$ cat src/rtl/hba_pkg.sv
// Shared types, widths and codes of the hierarchical bitmap allocator.
`default_nettype none

package hba_pkg;

    localparam int WORD_BITS       = 64;
    localparam int TREE_LEVELS_DEF = 2;
    localparam int OP_W            = 4;
    localparam int IDX_W           = 13;
    localparam int RES_W           = 12;
    localparam int CFG_IDX_W       = 1;
    localparam int CFG_DATA_W      = 13;

    localparam logic [OP_W-1:0] OP_INIT  = 4'd0;
    localparam logic [OP_W-1:0] OP_ALLOC = 4'd1;
    localparam logic [OP_W-1:0] OP_AT    = 4'd2;
    localparam logic [OP_W-1:0] OP_FREE  = 4'd3;
    localparam logic [OP_W-1:0] OP_QUERY = 4'd4;
    localparam logic [OP_W-1:0] OP_PEEK  = 4'd5;
    localparam logic [OP_W-1:0] OP_NEXT  = 4'd6;
    localparam logic [OP_W-1:0] OP_COUNT = 4'd7;
    localparam logic [OP_W-1:0] OP_SPAN  = 4'd8;

    localparam logic [CFG_IDX_W-1:0] REG_CAPACITY   = 1'd0;
    localparam logic [CFG_IDX_W-1:0] REG_START_FULL = 1'd1;

    localparam logic [IDX_W-1:0] CAPACITY_RESET = 13'd4096;

    typedef logic [WORD_BITS-1:0] word_t;

    // What the word evaluator is asked about the word just read.
    typedef struct packed {
        word_t      word;
        logic [5:0] skip;       // bits below this are ignored / counted
        logic       cnt_full;   // count the whole word
        logic [2:0] span_log;   // log2 of a short span
    } word_query_t;

    typedef struct packed {
        logic       all_ones;
        logic       free_hit;
        logic [5:0] free_pos;
        logic [6:0] ones;
        logic       span_hit;
        logic [5:0] span_pos;
    } word_info_t;

endpackage

`default_nettype wire

$ cat src/rtl/hba_word_eval.sv
// Word evaluator: lowest free bit, masked popcount and aligned free-span search.
`default_nettype none

module hba_word_eval import hba_pkg::*; (
    input  word_query_t q,
    output word_info_t  info
);

    word_t            low_mask;
    word_t            masked;
    word_t            inv;
    word_t            low_bit;
    word_t            cnt_word;
    word_t            starts;
    word_t            span_low;
    logic [5:0][63:0] free_tree;
    logic [5:0]       free_pos;
    logic [5:0]       span_pos;

    // ones below skip
    assign low_mask = ~({WORD_BITS{1'b1}} << q.skip);
    assign masked   = q.word | low_mask;
    assign inv      = ~masked;
    assign low_bit  = inv & (~inv + 64'd1);
    assign cnt_word = q.cnt_full ? q.word : (q.word & low_mask);

    // free_tree[l][k]: aligned block k of 2^l bits is all free
    always_comb
    begin
        free_tree    = '0;
        free_tree[0] = ~q.word;
        for (int l = 1; l < 6; l++)
        begin
            for (int k = 0; k < (64 >> l); k++)
            begin
                free_tree[l][k] = free_tree[l-1][2*k] & free_tree[l-1][2*k+1];
            end
        end
    end

    always_comb
    begin
        starts = '0;
        for (int p = 0; p < 64; p++)
        begin
            for (int l = 0; l < 6; l++)
            begin
                if (q.span_log == 3'(l) && (p & ((1 << l) - 1)) == 0)
                begin
                    starts[p] = free_tree[l][p >> l];
                end
            end
        end
    end

    assign span_low = (starts & ~low_mask) & (~(starts & ~low_mask) + 64'd1);

    always_comb
    begin
        free_pos = '0;
        span_pos = '0;
        for (int i = 0; i < 64; i++)
        begin
            if (low_bit[i])
            begin
                free_pos = free_pos | 6'(i);
            end
            if (span_low[i])
            begin
                span_pos = span_pos | 6'(i);
            end
        end
    end

    assign info.all_ones = &q.word;
    assign info.free_hit = |inv;
    assign info.free_pos = free_pos;
    assign info.ones     = 7'($countones(cnt_word));
    assign info.span_hit = |(starts & ~low_mask);
    assign info.span_pos = span_pos;

endmodule

`default_nettype wire

$ cat config.mk
export PLATFORM = sky130hd
export DESIGN_NAME = hba_word_eval
export DESIGN_NICKNAME = d
export VERILOG_FILES = /design/src/rtl/hba_pkg.sv /design/src/rtl/hba_word_eval.sv
export SDC_FILE = /design/constraint.sdc
export NUM_CORES = 1
export LEC_CHECK = 0
export BUFFER_PORTS_ARGS = -buffer_cell sky130_fd_sc_hd__buf_2
export CAP_MARGIN = 20
export CORE_MARGIN = 5
export CORE_UTILIZATION = 46
export DETAILED_ROUTE_END_ITERATION = 10
export PLACE_DENSITY = 0.66
export SYNTH_ARGS = -nofsm -noshare
export SYNTH_HDL_FRONTEND = slang
export SYNTH_SLANG_ARGS = --single-unit
$ cat constraint.sdc
create_clock -name vclk -period 17.7
set_input_delay 0 -clock vclk [all_inputs]
set_output_delay 0 -clock vclk [all_outputs]
set_load 0.1 [all_outputs]
==> results.md <==
- Filler cells: roughly 1800
- WP data arrival: approximately 7300 ps
- Post-CTS Resized: 0
- # IOs: 96
- Final #Nets: 1373
- Drt wl/cell: approximately 29 µm
- Crit-path slowest cell: a2111oi_0
- Final cell count without fillers: roughly 1400
- Area Overhead vs Synth: 6.32%
- Grt total ovfl: 0
- Design area: between 8000 and 9000 µm²
- CP dominant cell by count: fa_1
- Synth Area in Adders: between 20 and 25%
- Antenna cells: 0
- First-pass GRT wire length: 60500 µm
- Critical path buffers and inverters: 9
- YS warnings: 0
- Hold Path Origin: q[73]
- Syn_area_per_cell: between 6 and 7 µm²
- Die Y: about 140 µm
- Status: complete, no violations
- Syn Inst Count: between 1000 and 1500
- Seq Cell Count: 0
- Vias in the first global route: about 10000
- Cts-stage hold buffer count: 0
- Fmax achieved: around 140 MHz
- Vias post-DR: ~10000
- Combinational family with the most area after synthesis: compound AO/OA/AOI/OAI gates
- Drt drc: 0
- Mux cell area share after synthesis: 0%
- Core footprint: approximately 17000 µm²
- Via density: 7.29
- Post-layout min period: between 7000 and 8000 ps
- Endpoints failing setup: 0
- Register area share after synthesis: 0%
- Top Family by Delay on Critical Path: adder cells
- Netlist cell types: between 80 and 90
- CP max stage delay: a little over 1000 ps
- CP endpoint kind: primary output
- Routed Antenna Nets: 0
- Postcts setup bufs: 0
- Worst Path Required: around 18000 ps
- Initial antenna violation count: 1
- Dpl cells: 1414
- TritonRoute pass-1 iters: 6
- Hold Path Sink: info[20]
- I/O Buffers: 96
- Max_slew headroom: about 16%
- Period utilisation layout: 41.1%
- Die Span X: approximately 140 µm
- Worst hold path class: in2out
- Sequential Area: 0 µm²
- Syn nets: about 1300
- Area of the die: between 15000 and 20000 µm²
- Gr usage total: 39.2%
- Worst setup path class: in2out
- Syn Std Cell Area: between 7000 and 8000 µm²
- DRT iter0 DRCs: 2041
- Hold depth: 3
- Fin. max-slew vios: 0
- DP HPWL: 32400 µm
- Row count: 47
- Setup_tns: 0 ps
- Synth Area in Compound Gates: about 34%
- GPL Wtd Cong: around 1.1
- WL final: 40500 µm
- Hold Fails Final Rpt: 0
- Max-cap viol count: 0
- CP max FO: 46
- Post-DP Area: between 8000 and 9000 µm²
- # clk buffers: 0
- Post-Synth XOR/XNOR Area: 0.334%
- Startpoint types: input pin
- RSZ-0062 raised after global routing: no
- Initial Utilization: roughly 47%
- Ratio of cells with drive above 1 in the final layout: a little under an eighth
- Largest net degree at the start of global routing: between 60 and 70
- Slew @ Worst Pin: approximately 1200 ps
- Synth Area in Simple Gates: about a third
## final cells by class
cell class         instances  area [µm²]  share of cell area (%)
repair buffers           106         556                    6.65
inverters                119         447                    5.35
well taps                220         275                    3.29
multi-input cells        969        7080                    84.7
## synth_stat cells, types with 24 or more instances
library cell | n | share of area, %
inv_1 | 119 | 5.7
o21ai_0 | 77 | 4.9
nand3_1 | 41 | 2.6
nor2_1 | 94 | 4.5
nand4_1 | 39 | 3.1
fa_1 | 60 | 15
ha_1 | 43 | 6.8
or3_1 | 24 | 1.9
o21a_1 | 29 | 2.8
nor4_1 | 39 | 3.1
a21oi_1 | 70 | 4.5
clkbuf_1 | 38 | 1.8
nor3_1 | 37 | 2.4
nand2_1 | 68 | 3.2
## per-stage QoR
stage | utilization, % | hold WS [ps] | setup slack [ps]
detailed placement | 50.0 | 653 | 10500
global route | 50.0 | 676 | 10120
floorplan | - | 542 | 9740
finish | 50.0 | 695 | 10430
CTS | 50.0 | 657 | 10510
global placement | 50.0 | 648 | 10600
## kinds of logic (layout without fill, tap and decap cells)
kind of cell               Yosys count  in the layout
and+or+nand+nor                    475            475
AOI/OAI and AO/OA                  386            386
buffers and inverters              193            225
adders and majority gates          105            105
xor gates and xnor gates             3              3
## worst max-delay path by stage
stage               start  endpoint  slack [ps]  depth (start not counted)
finish               q[6]  info[12]       10430                         25
global route         q[5]  info[12]       10120                         25
CTS                  q[6]  info[12]       10510                         26
detailed placement   q[8]  info[12]       10500                         26
global placement     q[6]  info[12]       10600                         26
floorplan            q[9]  info[12]        9740                         28
## placed cells by master, fill, tap and decap left out, types with 14 or more instances in the layout
cell and count:
nand3_1 41, nor4_1 39, nor2_1 94, a21o_1 16
a21boi_0 23, fa_1 60, or4_1 16, a21oi_1 70
ha_1 43, inv_1 119, nand4_1 39, nor2b_1 19
nor3_1 36, and3_1 14, o21a_1 29, o21ai_0 77
o211ai_1 16, buf_2 96, or3_1 24, nand2_1 68
## routing by layer
| layer | share of wire (%) | routed length, µm | GRT usage (%) | vias to the layer above |
|---|---|---|---|---|
| li1 | - | - | - | 4446 |
| met1 | 38 | 15600 | 52.7 | 4766 |
| met2 | 41 | 16800 | 59.3 | 897 |
| met3 | 14 | 5650 | 10.8 | 196 |
| met4 | 6.3 | 2540 | 16.5 | 2 |
| met5 | 0.044 | 18 | 0 | - |
Power is not shown: default switching activity piles up to over one toggle a cycle in this logic, so the estimate is an artifact.
